File: config.mk
export PLATFORM = sky130hd
export DESIGN_NAME = s3x_pos_counter_flat
export DESIGN_NICKNAME = d
export VERILOG_FILES = /design/src/s3x_pkg.sv /design/src/s3x_if.sv /design/src/s3x_pos_counter.sv /design/src/flat_wrapper.sv
export SDC_FILE = /design/constraint.sdc
export NUM_CORES = 1
export LEC_CHECK = 0
export BUFFER_PORTS_ARGS = -buffer_cell sky130_fd_sc_hd__buf_2
export CORE_MARGIN = 8
export CORE_UTILIZATION = 45
export DETAILED_ROUTE_END_ITERATION = 10
export PLACE_DENSITY_LB_ADDON = 0.12
export SLEW_MARGIN = 15
export SYNTH_ARGS = -nofsm -noshare
export SYNTH_HDL_FRONTEND = slang
export SYNTH_SLANG_ARGS = --single-unit
File: constraint.sdc
create_clock -name clk_i -period 3.39 [get_ports clk_i]
set_clock_uncertainty 0.15 [all_clocks]
set_input_delay 0.339 -clock clk_i [delete_from_list [all_inputs] [get_ports clk_i]]
set_output_delay 0.339 -clock clk_i [all_outputs]
set_load 0.03 [all_outputs]
File: src/s3x_pkg.sv
// ----------------------------------------------------------------------------
// s3x_pkg: shared types and constants of the 3x pixel-art scaler
// Pixel, position and neighbourhood types, register indexes and frame limits.
// ----------------------------------------------------------------------------
package s3x_pkg;

  // Fixed field widths
  localparam int unsigned PixW = 24;
  localparam int unsigned PosW = 8;
  localparam int unsigned DimW = 9;

  // Largest frame, in source pixels
  localparam int unsigned MaxWidth  = 256;
  localparam int unsigned MaxHeight = 256;
  localparam int unsigned AddrW     = $clog2(MaxWidth);

  typedef logic [PixW-1:0] pix_t;
  typedef logic [DimW-1:0] dim_t;

  // Configuration register indexes
  typedef enum logic [0:0] {
    CfgFrameWidth  = 1'b0,
    CfgFrameHeight = 1'b1
  } cfg_idx_e;

  // Source position of one pixel
  typedef struct packed {
    logic [PosW-1:0] col;
    logic [PosW-1:0] row;
  } pos_t;

  // 3x3 neighbourhood, e is the centre
  typedef struct packed {
    pix_t a;
    pix_t b;
    pix_t c;
    pix_t d;
    pix_t e;
    pix_t f;
    pix_t g;
    pix_t h;
    pix_t i;
  } nbhd_t;

  // Upscaled 3x3 block, sub-pixels E0 to E8
  typedef struct packed {
    pix_t e0;
    pix_t e1;
    pix_t e2;
    pix_t e3;
    pix_t e4;
    pix_t e5;
    pix_t e6;
    pix_t e7;
    pix_t e8;
  } blk_t;

endpackage

File: src/s3x_if.sv


// Register write channel
interface s3x_cfg_if;
  logic                valid;
  logic                ready;
  s3x_pkg::cfg_idx_e   index;
  s3x_pkg::dim_t       data;

  modport source (output valid, output index, output data, input ready);
  modport sink   (input valid, input index, input data, output ready);
endinterface

File: src/s3x_pos_counter.sv
// ----------------------------------------------------------------------------
// s3x_pos_counter: frame registers and raster position counters
// Holds frame width and height and tracks the column and row of the next pixel.
// ----------------------------------------------------------------------------
module s3x_pos_counter (
  input  logic                clk_i,
  input  logic                rst_ni,
  s3x_cfg_if.sink             cfg_i,
  input  logic                adv_i,
  input  logic                sof_i,
  output s3x_pkg::pos_t       pos_o
);

  s3x_pkg::dim_t                 frame_width_q, frame_height_q;
  s3x_pkg::dim_t                 width_lim, height_lim;
  logic [s3x_pkg::PosW-1:0]      col_q, col_d, row_q, row_d;
  logic [s3x_pkg::PosW-1:0]      cur_col, cur_row;
  s3x_pkg::dim_t                 col_inc, row_inc;
  logic                          last_col, last_row;

  // Register writes are always taken
  assign cfg_i.ready = 1'b1;

  always_ff @(posedge clk_i or negedge rst_ni) begin
    if (!rst_ni) begin
      frame_width_q  <= s3x_pkg::DimW'(160);
      frame_height_q <= s3x_pkg::DimW'(144);
    end else if (cfg_i.valid) begin
      unique case (cfg_i.index)
        s3x_pkg::CfgFrameWidth:  frame_width_q  <= cfg_i.data;
        s3x_pkg::CfgFrameHeight: frame_height_q <= cfg_i.data;
        default: ;
      endcase
    end
  end

  // Clamp the frame size into the supported range
  always_comb begin
    if (frame_width_q < s3x_pkg::DimW'(3)) begin
      width_lim = s3x_pkg::DimW'(3);
    end else if (frame_width_q > s3x_pkg::DimW'(s3x_pkg::MaxWidth)) begin
      width_lim = s3x_pkg::DimW'(s3x_pkg::MaxWidth);
    end else begin
      width_lim = frame_width_q;
    end
    if (frame_height_q < s3x_pkg::DimW'(3)) begin
      height_lim = s3x_pkg::DimW'(3);
    end else if (frame_height_q > s3x_pkg::DimW'(s3x_pkg::MaxHeight)) begin
      height_lim = s3x_pkg::DimW'(s3x_pkg::MaxHeight);
    end else begin
      height_lim = frame_height_q;
    end
  end

  // Position of the pixel in this transaction; start of frame restarts at the origin
  assign cur_col = sof_i ? '0 : col_q;
  assign cur_row = sof_i ? '0 : row_q;
  assign pos_o   = '{col: cur_col, row: cur_row};

  // Advance, wrapping at the end of a row and of the frame
  assign col_inc  = {1'b0, cur_col} + s3x_pkg::DimW'(1);
  assign row_inc  = {1'b0, cur_row} + s3x_pkg::DimW'(1);
  assign last_col = col_inc >= width_lim;
  assign last_row = row_inc >= height_lim;

  always_comb begin
    col_d = col_inc[s3x_pkg::PosW-1:0];
    row_d = cur_row;
    if (last_col) begin
      col_d = '0;
      row_d = last_row ? '0 : row_inc[s3x_pkg::PosW-1:0];
    end
  end

  always_ff @(posedge clk_i or negedge rst_ni) begin
    if (!rst_ni) begin
      col_q <= '0;
      row_q <= '0;
    end else if (adv_i) begin
      col_q <= col_d;
      row_q <= row_d;
    end
  end

endmodule

File: src/flat_wrapper.sv
// flat-port wrapper written by rule: the top's interface ports become plain ports
module s3x_pos_counter_flat 
  (clk_i, rst_ni, adv_i, sof_i, pos_o, cfg_i_valid, cfg_i_index, cfg_i_data, cfg_i_ready);
  s3x_cfg_if cfg_i_i ();
  input  logic clk_i;
  input  logic rst_ni;
  input  logic adv_i;
  input  logic sof_i;
  output s3x_pkg::pos_t pos_o;
  input wire logic [$bits(cfg_i_i.valid)-1:0] cfg_i_valid;
  input wire logic [$bits(cfg_i_i.index)-1:0] cfg_i_index;
  input wire logic [$bits(cfg_i_i.data)-1:0] cfg_i_data;
  output wire logic [$bits(cfg_i_i.ready)-1:0] cfg_i_ready;
  assign cfg_i_i.valid = cfg_i_valid;
  assign cfg_i_i.index = cfg_i_index;
  assign cfg_i_i.data = cfg_i_data;
  assign cfg_i_ready = cfg_i_i.ready;
  s3x_pos_counter u_core (.clk_i(clk_i), .rst_ni(rst_ni), .cfg_i(cfg_i_i), .adv_i(adv_i), .sof_i(sof_i), .pos_o(pos_o));
endmodule
Word-level counts from Yosys, hierarchy flattened
Cells that the tools add are included.
{"block": "op_classes", "n_addsub": 2, "n_lt_le_gt_ge": 6, "mux": 9, "bitwise_logic": 1, "n_reduce_logical": 2}
{"operator": "2-to-1 mux 8 bit", "count": 5}
{"operator": "2-to-1 mux 9 bit", "count": 4}
{"operator": "adder 8 x 1 -> 9 bit, second input constant", "count": 2}
{"operator": ">= comparator 9 bit", "count": 2}
{"operator": "> comparator 9 bit, second input constant", "count": 2}
{"operator": "< comparator 9 x 2 -> 1 bit, second input constant", "count": 2}
{"operator": "AND reduction 2 bit", "count": 2}
{"operator": "NOT 1 bit", "count": 1}
{"block": "totals", "register_bits": 34, "inputBits": 15, "out_inout_bits": 17, "wordCells": 24}

Depth between registers and ports, before layout
{"block": "depth", "word_depth": 6, "ltp_mapped": 16, "ltp_nobuf": 13}

Worst setup path after synthesis
OpenSTA, ideal clock, no wires.
{"block": "synth_path", "path_kind": "input -> register", "startpoint": "in sof_i", "endpoint": "reg u_core.row_q[2] (netlist name)", "setup_time_ps": 73, "arrival_time_ps": 3636, "required_time_ps": 3167, "setup_slack_ps": -469, "stages": 14, "path_buffers": 2, "cell_sequence": "clkbuf_1 clkbuf_1 nor2b_1 ha_1 and3_1 nand3_1 a21o_1 ha_1 a211oi_1 nor2_1 a211o_4 nor4b_4 a21oi_2 a21oi_2"}
{"element": "start: declaration", "line_no": "flat_wrapper.sv:8", "rtl": "input logic sof_i;"}
{"element": "end signal: assignment", "line_no": "s3x_pos_counter.sv:81", "rtl": "row_q <= row_d;"}
{"element": "end: declaration", "line_no": "s3x_pos_counter.sv:16", "rtl": "logic [s3x_pkg::PosW-1:0] col_q, col_d, row_q, row_d;"}

Worst setup path after layout
{"block": "layout_path", "startpoint": "reg u_core.row_q[1] (netlist name)", "endpoint": "reg u_core.row_q[2] (netlist name)"}
{"block": "layout_between", "elab_chain_cells": 5}
{"element": "2-to-1 mux 8 bit *", "line_no": "s3x_pos_counter.sv:57", "rtl": "assign cur_row = sof_i ? '0 : row_q;"}
{"element": "adder 8 x 1 -> 9 bit *", "line_no": "s3x_pos_counter.sv:62", "rtl": "assign row_inc = {1'b0, cur_row} + s3x_pkg::DimW'(1);"}
{"element": ">= comparator 9 bit", "line_no": "s3x_pos_counter.sv:64", "rtl": "assign last_row = row_inc >= height_lim;"}
{"element": "2-to-1 mux 8 bit *", "line_no": "s3x_pos_counter.sv:71", "rtl": "row_d = last_row ? '0 : row_inc[s3x_pkg::PosW-1:0];"}
{"element": "2-to-1 mux 8 bit *", "line_no": "s3x_pos_counter.sv:69", "rtl": "if (last_col) begin"}
Every way passes the cells marked *; elsewhere a longest branch is shown, timed or not.
A chain may end at the register's enable or synchronous reset.

==> impl_metrics.tcl <==
set metrics [dict create \
    firstDrtPassIters 4 \
    worstRegToRegCells 13 \
    hp-class "input pin to asynchronous set/reset pin" \
    maxCapViolations 0 \
    insertedDiodeCount 0 \
    area_growth_pct 19.2 \
    grt_pass1_vias 1950 \
    grt_max_degree 35 \
    synth-seq-area-share_pct 37.1 \
    arrival_ns 3.20 \
    ctsHoldBuffers 0 \
    power_density_nw_per_um2 390 \
    fmax_mhz 320 \
    yosys_most_used_dff "dfrtp_1" \
    antenna_found_initial 0 \
    core_area_um2 5040 \
    cts.path.max_buffers 2 \
    num_rows 26 \
    finalHoldViolations 17 \
    ctsRootBufferMaster "clkbuf_8" \
    io_buffers 30 \
    grt_pass1_wl_um 9210 \
    avgSynthCellArea_um2 9.58 \
    drive_above_1_share_pct 32.0 \
    nFillCells 478 \
    gp_congestion 0.825 \
    vias 1845 \
    async_reset_ff_share_pct 100 \
    wirelength_um 5170 \
    die_w_um 87.6 \
    criticalPathCategory "flip-flop to flip-flop" \
    start_util_pct 45.8 \
    drtAntennaViolNets 0 \
    pin_count 32 \
    r2r_slack_ns 0.27 \
    numCtsBuffers 5 \
    worstMarginPinSlew_ns 0.778 \
    drv_slew 0 \
    post-route-period-util_pct 92.1 \
    grt_use_total_pct 15.3 \
    grt_setup_unrepaired "false" \
    post-route-min-period_ns 3.12 \
    syn-instance-count 241 \
    cts_tree "built" \
    status "finished, violations left" \
    utilization_pct 54.6 \
    cts.sinks 34 \
    syn_nets 276 \
    setup_viol 0 \
    dp_hpwl_um 4040 \
    p_total_uw 1070 \
    worstReg2RegEnd "u_core.row_q[2]$_DFFE_PN0P_" \
    required_ns 3.47 \
    synth-seq-cells 34 \
    r2r-start "u_core.row_q[1]$_DFFE_PN0P_" \
    synth_cell_type_count 49 \
    overflow 0 \
    drcViolationCount 0 \
    max-slew-margin-rel_pct 48.1 \
    synth_area_um2 2310 \
    cp-end-kind "flip-flop" \
    synth_warnings 0 \
    drt_iter0_markers 57 \
    start_kind "flip-flop" \
    wl_per_cell_um 14.6 \
    hold_ws_ns -0.0336 \
    nets 318 \
    violations "hold timing" \
    worstPathMaxFanout 8 \
    ir_drop_mv 0.272 \
    p_leak_uw 0.00132 \
    clk_latency_ns 0.29 \
    path_clk_slew_ns 0.08 \
    cts_max_level 2 \
    die_h_um 87.6 \
    die_area_um2 7680 \
    synth_edf_count 0 \
    viasPerCell 5.21 \
]
==> logic make-up (layout without fill, tap and decap cells) <==
family	Yosys count	in the layout	synth area share (%)
flip-flops	34	34	37.1
buffers and inverters	19	62	3.47
adder cells (fa/ha/maj)	20	20	10.8
XOR/XNOR	8	8	3.03
other	1	1	0.162
multiplexers	20	20	9.59
AO/OA/AOI/OAI	41	41	13.0
AND/OR/NAND/NOR	98	98	22.9
==> area by class of cell <==
class	count	area, µm²	area share (%)
multi-input combinational	188	1440	52.1
sequential	34	857	31.1
timing repair buffer	44	255	9.27
tap	70	87.6	3.18
clock buffer	8	80.1	2.91
inverter	10	37.5	1.36
==> metrics by stage <==
stage | std cells | worst slack [ns] | cell area (µm²) | setup TNS, ns
final | 354 | 0.266 | 2750 | 0
after global placement | 346 | 0.0365 | 2670 | 0
after detailed placement | 346 | 0.00796 | 2670 | 0
after CTS | 354 | 0.249 | 2750 | 0
after floorplan | 241 | -0.000296 | 2400 | -0.000296
after global routing | 354 | 0.0415 | 2750 | 0
==> cells in the mapped netlist, drive strengths merged (2+ instances only) <==
cell type,n,area (µm²)
mux2i,3,30.0
and3,6,42.5
nand2b,3,18.8
a211oi,4,47.5
a22o,2,17.5
inv,8,30.0
or4,2,15.0
clkbuf,6,22.5
ha,20,250
and2b,3,26.3
mux2,17,191
o21ai,18,93.8
nor2b,16,100
nand4,2,12.5
dfrtp,30,751
a21o,3,22.5
xnor2,3,26.3
nand3b,2,15.0
dfstp,4,105
a21oi,6,37.5
nand2,20,75.1
clkinv,2,7.51
nor2,23,86.3
xor2,5,43.8
buf,3,20.0
nand3,14,70.1
nor3,3,15.0
==> timing repair <==
action / 4_1_cts / 5_1_grt
gates resized for setup: 0 / 1
buffers inserted: 0 / 0
setup endpoints to repair: 0 / 1
==> power breakdown <==
| part | switching (µW) | internal (µW) | leakage (µW) | total [µW] |
|---|---|---|---|---|
| Combinational | 160 | 138 | 0.000853 | 298 |
| Clock | 140 | 146 | 0.0000395 | 286 |
| Sequential | 32.8 | 455 | 0.000425 | 488 |
==> state kept, by name, indices dropped and copies added, names as in the netlist <==
| name | cells |
|---|---|
| u_core.col_q | 8 |
| u_core.frame_height_q | 9 |
| u_core.frame_width_q | 9 |
| u_core.row_q | 8 |
==> worst max-delay path, stage by stage, from the launching register on <==
cell and delay, ns:
dfrtp_1 0.43, nor2b_4 0.20, ha_4 0.14, and3_4 0.20, nand3_1 0.13, a21o_1 0.21, ha_1 0.30, a211oi_1 0.22
nor2_1 0.09, a211o_4 0.37, nor4b_4 0.27, buf_4 0.19, a21oi_2 0.06, a21oi_2 0.09
==> layout by cell type, fill, tap and decap left out, drive strengths merged, types with 8 or more instances in the layout <==
cell type / instances
buf: 44
clkbuf: 8
dfrtp: 30
ha: 20
inv: 8
mux2: 17
nand2: 20
nand3: 14
nor2: 23
nor2b: 16
o21ai: 18
==> routing by layer <==
layer | wire [µm] | track usage (%) | vias to the layer above
met5 | 0 | 0 | -
met1 | 2560 | 19.8 | 868
li1 | - | - | 942
met2 | 2330 | 24.6 | 30
met4 | 51 | 4.06 | 0
met3 | 224 | 3.85 | 5
==> how the worst max path moves through the flow <==
| stage | start | end | slack [ns] |
|---|---|---|---|
| after floorplan | sof_i | u_core.row_q[2]$_DFFE_PN0P_ | -0.0003 |
| after global placement | sof_i | u_core.row_q[1]$_DFFE_PN0P_ | 0.04 |
| after detailed placement | sof_i | u_core.row_q[4]$_DFFE_PN0P_ | 0.008 |
| after CTS | u_core.row_q[0]$_DFFE_PN0P_ | u_core.row_q[2]$_DFFE_PN0P_ | 0.25 |
| after global routing | u_core.row_q[1]$_DFFE_PN0P_ | u_core.row_q[2]$_DFFE_PN0P_ | 0.04 |
| final | u_core.row_q[1]$_DFFE_PN0P_ | u_core.row_q[2]$_DFFE_PN0P_ | 0.27 |
No activity file was read; power rests on OpenSTA's default activity.
