===== config.mk =====
export PLATFORM = sky130hd
export DESIGN_NAME = s3x_edge_rules
export DESIGN_NICKNAME = d
export VERILOG_FILES = /design/src/s3x_pkg.sv /design/src/s3x_edge_rules.sv
export SDC_FILE = /design/constraint.sdc
export NUM_CORES = 1
export LEC_CHECK = 0
export BUFFER_PORTS_ARGS = -buffer_cell sky130_fd_sc_hd__buf_2
export CORE_AREA = 2 2 166 168
export DETAILED_ROUTE_END_ITERATION = 10
export DIE_AREA = 0 0 168 170
export GPL_ROUTABILITY_DRIVEN = 0
export GPL_TIMING_DRIVEN = 0
export PLACE_DENSITY = 0.48
export SLEW_MARGIN = 40
export SYNTH_ARGS = -nofsm -noshare
export SYNTH_HDL_FRONTEND = slang
export SYNTH_SLANG_ARGS = --single-unit

===== constraint.sdc =====
create_clock -name vclk -period 2
set_input_delay 0.1 -clock vclk [all_inputs]
set_output_delay 0.1 -clock vclk [all_outputs]
set_load 0.02 [all_outputs]

===== src/s3x_pkg.sv =====
// ----------------------------------------------------------------------------
// s3x_pkg: shared types and constants of the 3x pixel-art scaler
// Pixel, position and neighbourhood types, register indexes and frame limits.
// ----------------------------------------------------------------------------
package s3x_pkg;

  // Fixed field widths
  localparam int unsigned PixW = 24;
  localparam int unsigned PosW = 8;
  localparam int unsigned DimW = 9;

  // Largest frame, in source pixels
  localparam int unsigned MaxWidth  = 256;
  localparam int unsigned MaxHeight = 256;
  localparam int unsigned AddrW     = $clog2(MaxWidth);

  typedef logic [PixW-1:0] pix_t;
  typedef logic [DimW-1:0] dim_t;

  // Configuration register indexes
  typedef enum logic [0:0] {
    CfgFrameWidth  = 1'b0,
    CfgFrameHeight = 1'b1
  } cfg_idx_e;

  // Source position of one pixel
  typedef struct packed {
    logic [PosW-1:0] col;
    logic [PosW-1:0] row;
  } pos_t;

  // 3x3 neighbourhood, e is the centre
  typedef struct packed {
    pix_t a;
    pix_t b;
    pix_t c;
    pix_t d;
    pix_t e;
    pix_t f;
    pix_t g;
    pix_t h;
    pix_t i;
  } nbhd_t;

  // Upscaled 3x3 block, sub-pixels E0 to E8
  typedef struct packed {
    pix_t e0;
    pix_t e1;
    pix_t e2;
    pix_t e3;
    pix_t e4;
    pix_t e5;
    pix_t e6;
    pix_t e7;
    pix_t e8;
  } blk_t;

endpackage


===== src/s3x_edge_rules.sv =====
// ----------------------------------------------------------------------------
// s3x_edge_rules: Scale3x equality rules
// Turns one 3x3 neighbourhood into the 3x3 upscaled block of its centre.
// ----------------------------------------------------------------------------
module s3x_edge_rules (
  input  s3x_pkg::nbhd_t  nb_i,
  output s3x_pkg::blk_t   blk_o
);

  logic db, bf, dh, hf;
  logic ul, ur, dl, dr;

  // Edge equalities around the centre
  assign db = nb_i.d == nb_i.b;
  assign bf = nb_i.b == nb_i.f;
  assign dh = nb_i.d == nb_i.h;
  assign hf = nb_i.h == nb_i.f;

  // Corner rules
  assign ul = db && !bf && !dh;
  assign ur = bf && !db && !hf;
  assign dl = dh && !db && !hf;
  assign dr = hf && !dh && !bf;

  // Pick each sub-pixel
  always_comb begin
    blk_o.e0 = ul ? nb_i.d : nb_i.e;
    blk_o.e1 = ((ul && nb_i.e != nb_i.c) || (ur && nb_i.e != nb_i.a)) ? nb_i.b : nb_i.e;
    blk_o.e2 = ur ? nb_i.f : nb_i.e;
    blk_o.e3 = ((ul && nb_i.e != nb_i.g) || (dl && nb_i.e != nb_i.a)) ? nb_i.d : nb_i.e;
    blk_o.e4 = nb_i.e;
    blk_o.e5 = ((ur && nb_i.e != nb_i.i) || (dr && nb_i.e != nb_i.c)) ? nb_i.f : nb_i.e;
    blk_o.e6 = dl ? nb_i.d : nb_i.e;
    blk_o.e7 = ((dl && nb_i.e != nb_i.i) || (dr && nb_i.e != nb_i.g)) ? nb_i.h : nb_i.e;
    blk_o.e8 = dr ? nb_i.f : nb_i.e;
  end

endmodule


======== Yosys cells after proc, flatten, opt, wreduce, memory -nomap -nowiden ========
Index checks and enable logic that the tools add are counted.
storage, ports and cells
  register bits after elaboration ......... 0
  input port bits ......................... 216
  output and inout bits ................... 216
  logic and storage cells ................. 40
operators by class
  equal/unequal tests ..................... 8
  mux-type cells .......................... 8
  reductions and logical operators ........ 24
operators with widths
  cell                  count
  24-bit 2-to-1 mux     8
  24-bit equality test  4
  24-bit != test        4
  1-bit logical AND     16
  1-bit logical NOT     4
  1-bit logical OR      4

======== Depth between registers and ports, before layout ========
Gate-level depths: netlist of the first run.
  depth in word-level cells ............... 7
  depth in mapped cells ................... 9
  gate-level depth less buffers ........... 7

======== Least setup slack after synthesis of the first run ========
OpenSTA, ideal clock, no wires.
  path type ............................... input-to-output
  start point ............................. in nb_i[27] (netlist name)
  end point ............................... out blk_o[123] (netlist name)
  arrival ................................. 1875 ps
  required time ........................... 1900 ps
  setup slack ............................. 25 ps
  stages on the path ...................... 9
  buffers on the path ..................... 2
  path through ............................ xnor2_1 > nand4_1 > nor4_2 > nand3_2 > nand3b_4 > o22a_1 > buf_6 > buf_6 > mux2_4
RTL lines
  element      RTL line             RTL
  from (decl)  s3x_edge_rules.sv:6  input s3x_pkg::nbhd_t nb_i,
  to (decl)    s3x_edge_rules.sv:7  output s3x_pkg::blk_t blk_o

==> reports/qor.txt, run 1 <==
Status -> finished, violations left
Failing checks -> negative setup slack
Overflow left after global routing -> 0
Synth Instances -> 524
Slowest stage delay, CP -> 340 ps
Largest net degree at the start of global routing -> 11
Register area -> 0 µm²
Total placed cells including tap cells -> 1298
Crit end category -> primary output
Row cnt -> 60
Initial antenna violation count -> 1
Die area -> 0.0286 mm²
RSZ-0062 raised after global routing -> yes
Crit Path Category -> primary input to primary output
Fin area -> 0.0107 mm²
CLK BUF -> 0
Syn Nets -> 740
DRT Pass-1 Iters -> 4
Pwr Density -> 211 mW/mm²
I/O pin count -> 432
Die Height -> 170 µm
Area Overhead vs Synth -> 110%
Setup ws final -> -651 ps
Number of global-route vias before repair -> 6312
Net count reported at finish -> 1227
Final HPWL DP -> 27500 µm
First-iteration detailed-routing DRC count -> 200
Startpoint Class -> primary input
Sw frac -> 0.506
Non-filler cells in the finished layout -> 1350
Top cells by area, synth -> mux2_2 25%, mux2_4 23%, xnor2_1 16%
Max Freq -> 377 MHz
Avg Inst Size Synth -> 9.79 µm²
DRT met1 WL -> 14700 µm
Cell taking the most area after synthesis -> mux2_2
Pins Over Slew Limit -> 0
Hold Fails Final Rpt -> 0
Fin util -> 0.403
Crit path DAT -> 2550 ps
Main combinational cell family by area after synthesis -> multiplexers
Initial Util -> 0.192
Crit-path cells -> buf_12, xnor2_4, nand4_1, nor4_4, nand3_2, nand3b_4, o22a_1, buf_12, buf_12, buf_16, mux2_4, buf_6
Worst path bufs/invs -> 5
Wire length on met2 -> 18600 µm
Setup violators final -> 192
Compound-cell area share of the yosys netlist -> 0.00683
Distinct cells, synth -> 16
IO Port Bufs -> 432
Crit-path slowest cell -> nor4_4
Placed cell areas -> 0.00773 mm²
Switch Pwr -> 1.15 mW
XOR/XNOR Fraction of Synth Area -> 0.328
Max Cap Viol -> 0
Post-synthesis sequential area ratio -> 0
WHS Endpoint -> blk_o[190]
Final wirelength -> 37100 µm
Min-Delay Startpoint -> nb_i[190]
Hold_ws -> 542 ps
Seq pwr share -> 0
Multiplexer area fraction after synthesis -> 0.480
Final period util -> 1.33
Number of sequential cells -> 0
Maximum fanout along the worst path -> 5
Hold WC Path Type -> primary input to primary output
Post-Synth Adder-Cell Area -> 0
Mapped cell area -> 0.00513 mm²
Gr usage total -> 0.237
Setup WS pre-CTS -> -1380 ps
Rel. slew slack -> 0.571
Int Power -> 1.12 mW
DRC Markers -> 0
WL/cell -> 27.5 µm
Synth top cells by count -> 112 x mux2_2, 96 x xnor2_1, 96 x xor2_1, 80 x mux2_4, 28 x nand4_1
Critical Path RT -> 1900 ps
Routed wl met3 -> 2580 µm
DR top layer -> met5
Most common cell in the synthesized netlist -> mux2_2
Worst Tran Pin Value -> 643 ps
WHS Path Cells -> 3
Core area -> 0.0267 mm²
ANT cells -> 0
Min Tclk post-route -> 2650 ps
Leakage -> 5.53 nW
Vias per cell -> 4.53
Layout cells sized above 1 -> 0.790
Die Wd -> 168 µm
Clock power share -> 0
Yosys warns -> 0
Synth Area in Simple Gates -> 0.0983
CP startpoint -> nb_i[185]
Post-DRT Antenna Nets -> 0
Power share of the combinational group -> 1.000
Vias -> 6114
Top-area cell type share of the netlist area -> 0.246
Max VDD drop -> 0.114 mV
Crit path max-delay family -> simple AND/OR/NAND/NOR gates
CP most frequent cell -> buf_12
First-pass GRT wire length -> 47400 µm
## how the worst max path moves through the flow
| stage | endpoint | cells after the start |
|---|---|---|
| global route | blk_o[172] | 12 |
| floorplan | blk_o[123] | 9 |
| finish | blk_o[172] | 12 |
| detailed placement | blk_o[86] | 11 |
| global placement | blk_o[124] | 11 |
| CTS | blk_o[177] | 12 |
## layout by cell type, fill, tap and decap left out, drive strengths merged
| cell | n |
|---|---|
| o22a | 4 |
| mux2 | 192 |
| clkbuf | 26 |
| nand3 | 4 |
| nand4 | 28 |
| nor4 | 28 |
| xnor2 | 96 |
| buf | 527 |
| xor2 | 96 |
| nand3b | 4 |
| nor3 | 4 |
## layer usage
layer  vias up  track usage
li1       2824            -
met1      2922        0.282
met2       321        0.441
met3        45       0.0335
met4         2       0.0688
met5         -            0
## timing repair
item,4_1_cts,5_1_grt
hold buffers,0,0
pin swaps,39,25
resized for setup,427,221
endpoints found under the setup margin,192,192
gates cloned,10,5
setup buffers,33,11
## logic make-up (layout without fill, tap and decap cells)
logic type	count (synthesis)	after routing
xor+xnor	192	192
mux	192	192
simple gates	68	68
buf+inv	68	553
compound gates	4	4
## metrics by stage
step / setup TNS (ps) / power, mW
final: -94280 / 2.27
after global routing: -108560 / 2.38
after CTS: -98780 / 2.12
after detailed placement: -199020 / 1.79
after global placement: -200370 / 1.78
after floorplan: 0 / 0.963
## area by class of cell
class | instances | area (µm²)
fill | 2635 | 15900
multi-input combinational | 456 | 5450
timing repair buffer | 487 | 4190
buffer | 66 | 684
tap | 341 | 427
## power by group through the flow
stage	logic [mW]	clock network, mW	registers, mW
6_report	2.27	0	0
5_1_grt	2.38	0	0
4_1_cts	2.12	0	0
3_5_place_dp	1.79	0	0
3_3_place_gp	1.78	0	0
2_1_floorplan	0.963	0	0
(Power assumes the default switching activity.)
==> run 2: changes to the inputs <==
CELL_PAD_IN_SITES_DETAIL_PLACEMENT = 1   (was unset)
CELL_PAD_IN_SITES_GLOBAL_PLACEMENT = 2   (was unset)
CORE_AREA = unset   (was 2 2 166 168)
CORE_UTILIZATION = 19   (was unset)
DIE_AREA = unset   (was 0 0 168 170)
PLACE_DENSITY = 0.81   (was 0.48)
SLEW_MARGIN = 20   (was 40)
clock period = 2.25 ns   (was 2 ns; I/O delays follow)
==> run 2 against run 1 <==
Against the previous run:
- the run ends with design-rule violations, negative setup slack left
- combinational power fell by 11%
- critical path depth did not move
- global-route usage rose by 1.9 points
- cell count rose by 0.37%
- non-clock buffer count rose by 11
- via count rose by 2.5%
- first-iteration DRC count rose by 9.0%
==> reports/qor.txt, run 2 (synthesis gave the netlist of run 1 again) <==
Routing usage on met1 -> 0.296 (was 0.282)
Min Tclk post-route -> 2720 ps
Final period util -> 1.21
Placed cell areas -> 0.00771 mm² (was 0.00773 mm²)
Initial Util -> 0.195 (was 0.192)
CP most frequent cell -> buf_6 (was buf_12)
Total power -> 2.01 mW (was 2.27 mW)
Status -> finished, violations left (unchanged)
Crit Path Category -> primary input to primary output (unchanged)
Setup violators final -> 192 (unchanged)
Register area -> 0 µm² (unchanged)
I/O pin count -> 432 (unchanged)
Worst path bufs/invs -> 5 (unchanged)
Worst Tran Pin Value -> 716 ps (was 643 ps)
Pwr Density -> 188 mW/mm² (was 211 mW/mm²)
Number of sequential cells -> 0 (unchanged)
Post-DRT Antenna Nets -> 0 (unchanged)
Max VDD drop -> 0.0894 mV (was 0.114 mV)
Hold buffer count at cts -> 0 (unchanged)
Max Cap Viol -> 0 (unchanged)
Final wirelength -> 38700 µm (was 37100 µm)
Crit-path slowest cell -> nor4_4 (unchanged)
Layout cells sized above 1 -> 0.783 (was 0.790)
Largest net degree at the start of global routing -> 11 (unchanged)
Core area -> 0.0263 mm² (was 0.0267 mm²)
WHS Endpoint -> blk_o[170] (was blk_o[190])
Hold_ws -> 565 ps (was 542 ps)
CLK BUF -> 0 (unchanged)
Crit path DAT -> 2610 ps (was 2550 ps)
IO Port Bufs -> 432 (unchanged)
Hold Fails Final Rpt -> 0 (unchanged)
RSZ-0062 raised after global routing -> yes (unchanged)
Min-Delay Startpoint -> nb_i[170] (was nb_i[190])
Vias per cell -> 4.62 (was 4.53)
First-iteration detailed-routing DRC count -> 218 (was 200)
Global route hottest layer -> met2 (unchanged)
Vias -> 6264 (was 6114)
Met3 Use GR -> 0.0393 (was 0.0335)
Die Wd -> 166 µm (was 168 µm)
Gr usage total -> 0.256 (was 0.237)
WL/cell -> 28.6 µm (was 27.5 µm)
Number of global-route vias before repair -> 6724 (was 6312)
Crit-path cells -> buf_6, xnor2_2, nand4_1, nor4_4, nand3_2, nand3b_4, o22a_1, buf_6, buf_12, buf_12, mux2_4, buf_6 (was buf_12, xnor2_4, nand4_1, nor4_4, nand3_2, nand3b_4, o22a_1, buf_12, buf_12, buf_16, mux2_4, buf_6)
Pins Over Slew Limit -> 0 (unchanged)
DRC Markers -> 30 (was 0)
GR Layer Usage met2 -> 0.479 (was 0.441)
First-pass GRT wire length -> 50100 µm (was 47400 µm)
Overflow left after global routing -> 0 (unchanged)
Row cnt -> 59 (was 60)
Die Height -> 166 µm (was 170 µm)
Net count reported at finish -> 1238 (was 1227)
Critical Path RT -> 2140 ps (was 1900 ps)
Failing checks -> design-rule violations, negative setup slack (was negative setup slack)
DRT Pass-1 Iters -> 7 (was 4)
Area Overhead vs Synth -> 108% (was 110%)
Crit path max-delay family -> simple AND/OR/NAND/NOR gates (unchanged)
Rel. slew slack -> 0.523 (was 0.571)
Die area -> 0.0277 mm² (was 0.0286 mm²)
Slowest stage delay, CP -> 460 ps (was 340 ps)
Initial antenna violation count -> 0 (was 1)
Leakage -> 5.53 nW (about the same)
Fin area -> 0.0107 mm² (about the same)
Most common cell after layout, fill and taps aside -> buf_2 (unchanged)
Setup ws final -> -471 ps (was -651 ps)
Crit end category -> primary output (unchanged)
Max Freq -> 368 MHz
Hold WC Path Type -> primary input to primary output (unchanged)
ANT cells -> 0 (unchanged)
Maximum fanout along the worst path -> 5 (unchanged)
Startpoint Class -> primary input (unchanged)
WHS Path Cells -> 3 (unchanged)
Most frequent cells in the layout -> 247 x buf_2, 180 x buf_6, 145 x mux2_4, 95 x xor2_1, 70 x xnor2_1 (was 245 x buf_2, 181 x buf_6, 151 x mux2_4, 96 x xor2_1, 64 x xnor2_1)
Final HPWL DP -> 28400 µm (was 27500 µm)
-- run 2: changes by cell type in the layout (fill, tap and decap cells not counted), moves of 4 or more --
| cell | previous run | this run |
|---|---|---|
| mux2_2 | 41 | 47 |
| clkbuf_16 | 5 | 11 |
| buf_4 | 52 | 67 |
| xnor2_1 | 64 | 70 |
| buf_12 | 29 | 24 |
| buf_8 | 13 | 9 |
| mux2_4 | 151 | 145 |
| xnor2_4 | 12 | 6 |
-- run 2: area by class of cell --
cell class                      count  area (µm²)
Multi-Input combinational cell    456        5300
Timing Repair Buffer              499        4200
Fill cell                        3026       15600
Tap cell                          335         419
Buffer                             65         732
-- run 2: where the power goes --
group	leakage (nW)	switching, mW	internal (mW)	total, mW
clock	0	0	0	0
combinational	5.53	1.03	0.980	2.01
sequential	0	0	0	0
total	5.53	1.03	0.980	2.01
-- run 2: what timing repair did --
action | in CTS | in global routing
setup buffers | 39 | 22
gates cloned | 10 | 6
setup endpoints to repair | 192 | 192
endpoints found under the hold margin | 0 | 0
gates resized for setup | 400 | 220
pin swaps | 31 | 22
-- run 2: metal layers --
| layer | part of all wire | up-vias |
|---|---|---|
| li1 | - | 2841 |
| met1 | 0.40 | 3063 |
| met2 | 0.52 | 313 |
| met3 | 0.054 | 47 |
| met4 | 0.029 | 0 |
| met5 | 0 | - |
-- run 2: how the worst max path moves through the flow --
stage                   start  slack, ps          to  depth (start not counted)
CTS                  nb_i[77]       -480   blk_o[83]                         12
finish               nb_i[90]       -470   blk_o[75]                         12
global route        nb_i[170]       -530   blk_o[75]                         13
global placement    nb_i[104]      -1320   blk_o[84]                         11
detailed placement  nb_i[104]      -1380   blk_o[80]                         11
floorplan            nb_i[27]        250  blk_o[123]                          9
-- run 2: stage by stage --
stage                util  std cells  worst slack, ps  TNS (ps)
global route        0.406       1355             -534    -77010
floorplan               -        524              250         0
global placement    0.293       1291            -1320   -158260
CTS                 0.375       1340             -481    -57900
finish              0.406       1355             -471    -65850
detailed placement  0.293       1291            -1380   -158440
==> run 3: changes to the inputs <==
ABC_AREA = 1   (was unset)
CORE_UTILIZATION = 16   (was 19)
PLACE_DENSITY = 0.8   (was 0.81)
==> run 3 against run 2 <==
Against the previous run:
- hold slack gained 17 ps
- sequential cell count did not move
- count of clock-buffer cells in the layout is the same
- non-clock buffer count shrank 10
- die area grew 52%
- cell count is 84% higher
- fmax up 25%
- critical path depth up 3
- global-route usage is 3.4 points lower
- wire length rose by 27%
- synthesized cell count rose to 2.8 times the previous value
- the flow now finishes without violations
- area after synthesis increased by 29%
==> reports/qor.txt, run 3 <==
DRT Pass-1 Iters -> 5 (was 7)
Crit path max-delay family -> simple AND/OR/NAND/NOR gates (unchanged)
Startpoint Class -> primary input (unchanged)
Met3 Use GR -> 0.0344 (was 0.0393)
Critical Path RT -> 2140 ps (about the same)
Slowest stage delay, CP -> 210 ps (was 460 ps)
Total power -> 1.84 mW (was 2.01 mW)
Initial Util -> 0.162 (was 0.195)
Largest net degree at the start of global routing -> 11 (unchanged)
Avg Inst Size Synth -> 4.43 µm² (was 9.79 µm²)
Crit path DAT -> 2060 ps (was 2610 ps)
Pins Over Slew Limit -> 0 (unchanged)
First-pass GRT wire length -> 68700 µm (was 50100 µm)
Die area -> 0.0421 mm² (was 0.0277 mm²)
Yosys warns -> 0 (unchanged)
Hold buffer count at cts -> 0 (unchanged)
Pwr Density -> 177 mW/mm² (was 188 mW/mm²)
Layout cells sized above 1 -> 0.359 (was 0.783)
DRC Markers -> 0 (was 30)
Global route hottest layer -> met2 (unchanged)
Number of global-route vias before repair -> 10900 (was 6724)
IO Port Bufs -> 432 (unchanged)
Net count reported at finish -> 2170 (was 1238)
Mapped cell area -> 0.00660 mm² (was 0.00513 mm²)
GR Layer Usage met2 -> 0.420 (was 0.479)
Min Tclk post-route -> 2170 ps (was 2720 ps)
WL/cell -> 19.7 µm (was 28.6 µm)
Top-area cell type share of the netlist area -> 0.469 (was 0.246)
WHS Endpoint -> blk_o[47] (was blk_o[170])
Worst Tran Pin Value -> 369 ps (was 716 ps)
Max Freq -> 461 MHz (was 368 MHz)
Number of sequential cells -> 0 (unchanged)
Worst path depth -> 15 (was 12)
Final period util -> 0.964 (was 1.21)
Crit-path slowest cell -> nand4_4 (was nor4_4)
Post-synthesis sequential area ratio -> 0 (unchanged)
Hold WC Path Type -> primary input to primary output (unchanged)
Leakage -> 6.55 nW (was 5.53 nW)
Post-DRT Antenna Nets -> 0 (unchanged)
Max VDD drop -> 0.0696 mV (was 0.0894 mV)
Rel. slew slack -> 0.754 (was 0.523)
Crit-path cells -> buf_2, inv_1, nand2_1, nand2_1, nor2_2, nand2_2, nor2_4, nand3_4, clkinv_4, nand4_4, nand2_4, buf_12, nand2_1, nand2_1, buf_2 (was buf_6, xnor2_2, nand4_1, nor4_4, nand3_2, nand3b_4, o22a_1, buf_6, buf_12, buf_12, mux2_4, buf_6)
Top cells by area, synth -> nand2_1 47%, inv_1 9.2%, nand3_1 7.5% (was mux2_2 25%, mux2_4 23%, xnor2_1 16%)
Vias per cell -> 4.40 (was 4.62)
Status -> completed (was finished, violations left)
Overflow left after global routing -> 0 (unchanged)
Max Cap Viol -> 0 (unchanged)
Hold Fails Final Rpt -> 0 (unchanged)
Distinct cells, synth -> 25 (was 16)
Final wirelength -> 49100 µm (was 38700 µm)
Setup WS pre-CTS -> -608 ps (was -1380 ps)
Vias -> 10900 (was 6264)
Final HPWL DP -> 40900 µm (was 28400 µm)
Synth top cells by count -> 824 x nand2_1, 162 x inv_1, 108 x nor2_1, 99 x nand3_1, 56 x o21ai_1 (was 112 x mux2_2, 96 x xnor2_1, 96 x xor2_1, 80 x mux2_4, 28 x nand4_1)
Worst path bufs/invs -> 5 (unchanged)
Die Wd -> 205 µm (was 166 µm)
Row cnt -> 74 (was 59)
Setup ws final -> 80.7 ps (was -471 ps)
CP startpoint -> nb_i[123] (was nb_i[90])
Syn Nets -> 1706 (was 740)
Cell taking the most area after synthesis -> nand2_1 (was mux2_2)
Synth Instances -> 1490 (was 524)
Most common cell after layout, fill and taps aside -> nand2_1 (was buf_2)
CLK BUF -> 0 (unchanged)
Setup violators final -> 0 (was 192)
WHS Path Cells -> 4 (was 3)
First-iteration detailed-routing DRC count -> 471 (was 218)
CP most frequent cell -> nand2_1 (was buf_6)
Area Overhead vs Synth -> 56.7% (was 108%)
Most common cell in the synthesized netlist -> nand2_1 (was mux2_2)
Gr usage total -> 0.222 (was 0.256)
Crit Path Category -> primary input to primary output (unchanged)
Initial antenna violation count -> 3 (was 0)
Register area -> 0 µm² (unchanged)
Die Height -> 205 µm (was 166 µm)
Most frequent cells in the layout -> 800 x nand2_1, 415 x buf_2, 160 x inv_1, 97 x buf_4, 96 x nand3_1 (was 247 x buf_2, 180 x buf_6, 145 x mux2_4, 95 x xor2_1, 70 x xnor2_1)
Routing usage on met1 -> 0.261 (was 0.296)
I/O pin count -> 432 (unchanged)
Core area -> 0.0407 mm² (was 0.0263 mm²)
Maximum fanout along the worst path -> 10 (was 5)
Min-Delay Startpoint -> nb_i[47] (was nb_i[170])
Crit end category -> primary output (unchanged)
run 3: worst max-delay path by stage:
stage                  to  slack [ps]
2_1_floorplan    blk_o[0]         530
3_3_place_gp    blk_o[16]        -610
3_5_place_dp    blk_o[16]        -610
4_1_cts        blk_o[153]         0.2
5_1_grt        blk_o[120]         -40
6_report       blk_o[188]          80
run 3: layout make-up:
| class | instances | area [µm²] |
|---|---|---|
| repair buffers | 462 | 2530 |
| plain buffers | 92 | 833 |
| well taps | 532 | 666 |
| diodes | 3 | 7.51 |
| fillers | 5659 | 30400 |
| inverters | 204 | 776 |
| multi-input cells | 1194 | 5530 |
run 3: repair_timing:
item,CTS,global route
setup endpoints to repair,182,179
resized for setup,89,129
pin swaps,17,36
cloned,0,1
setup buffers,23,6
run 3: kinds of logic after synthesis:
| group | count (synthesis) | share of synthesized area |
|---|---|---|
| AOI/OAI and AO/OA | 98 | 0.0766 |
| xor gates and xnor gates | 29 | 0.0385 |
| buffers and inverters | 296 | 0.214 |
| and+or+nand+nor | 1067 | 0.670 |
run 3: per-layer routing:
metal,wire [µm],part of all wire
met4,1290,0.026
met5,13,0.00026
met1,20500,0.42
met3,3020,0.062
met2,24300,0.50
run 3: stage by stage:
step	TNS, ps	util	cells	hold slack (ps)	area, µm²
after floorplan	0	-	1490	338	6600
after global placement	-42620	0.231	2454	588	9430
after detailed placement	-45730	0.231	2454	592	9430
after CTS	0	0.242	2477	594	9870
after global routing	-626	0.254	2484	603	10300
final	0	0.254	2487	582	10300
run 3: worst min-delay path, delay by kind of cell:
family	cells	cell delay (ps)
simple gates	2	110
buf+inv	2	240
run 3: power by group:
part	internal, mW	switching (mW)	leakage [nW]
registers	0	0	0
clock network	0.000000181	0	0.0000215
logic	0.637	1.20	6.55
total	0.637	1.20	6.55
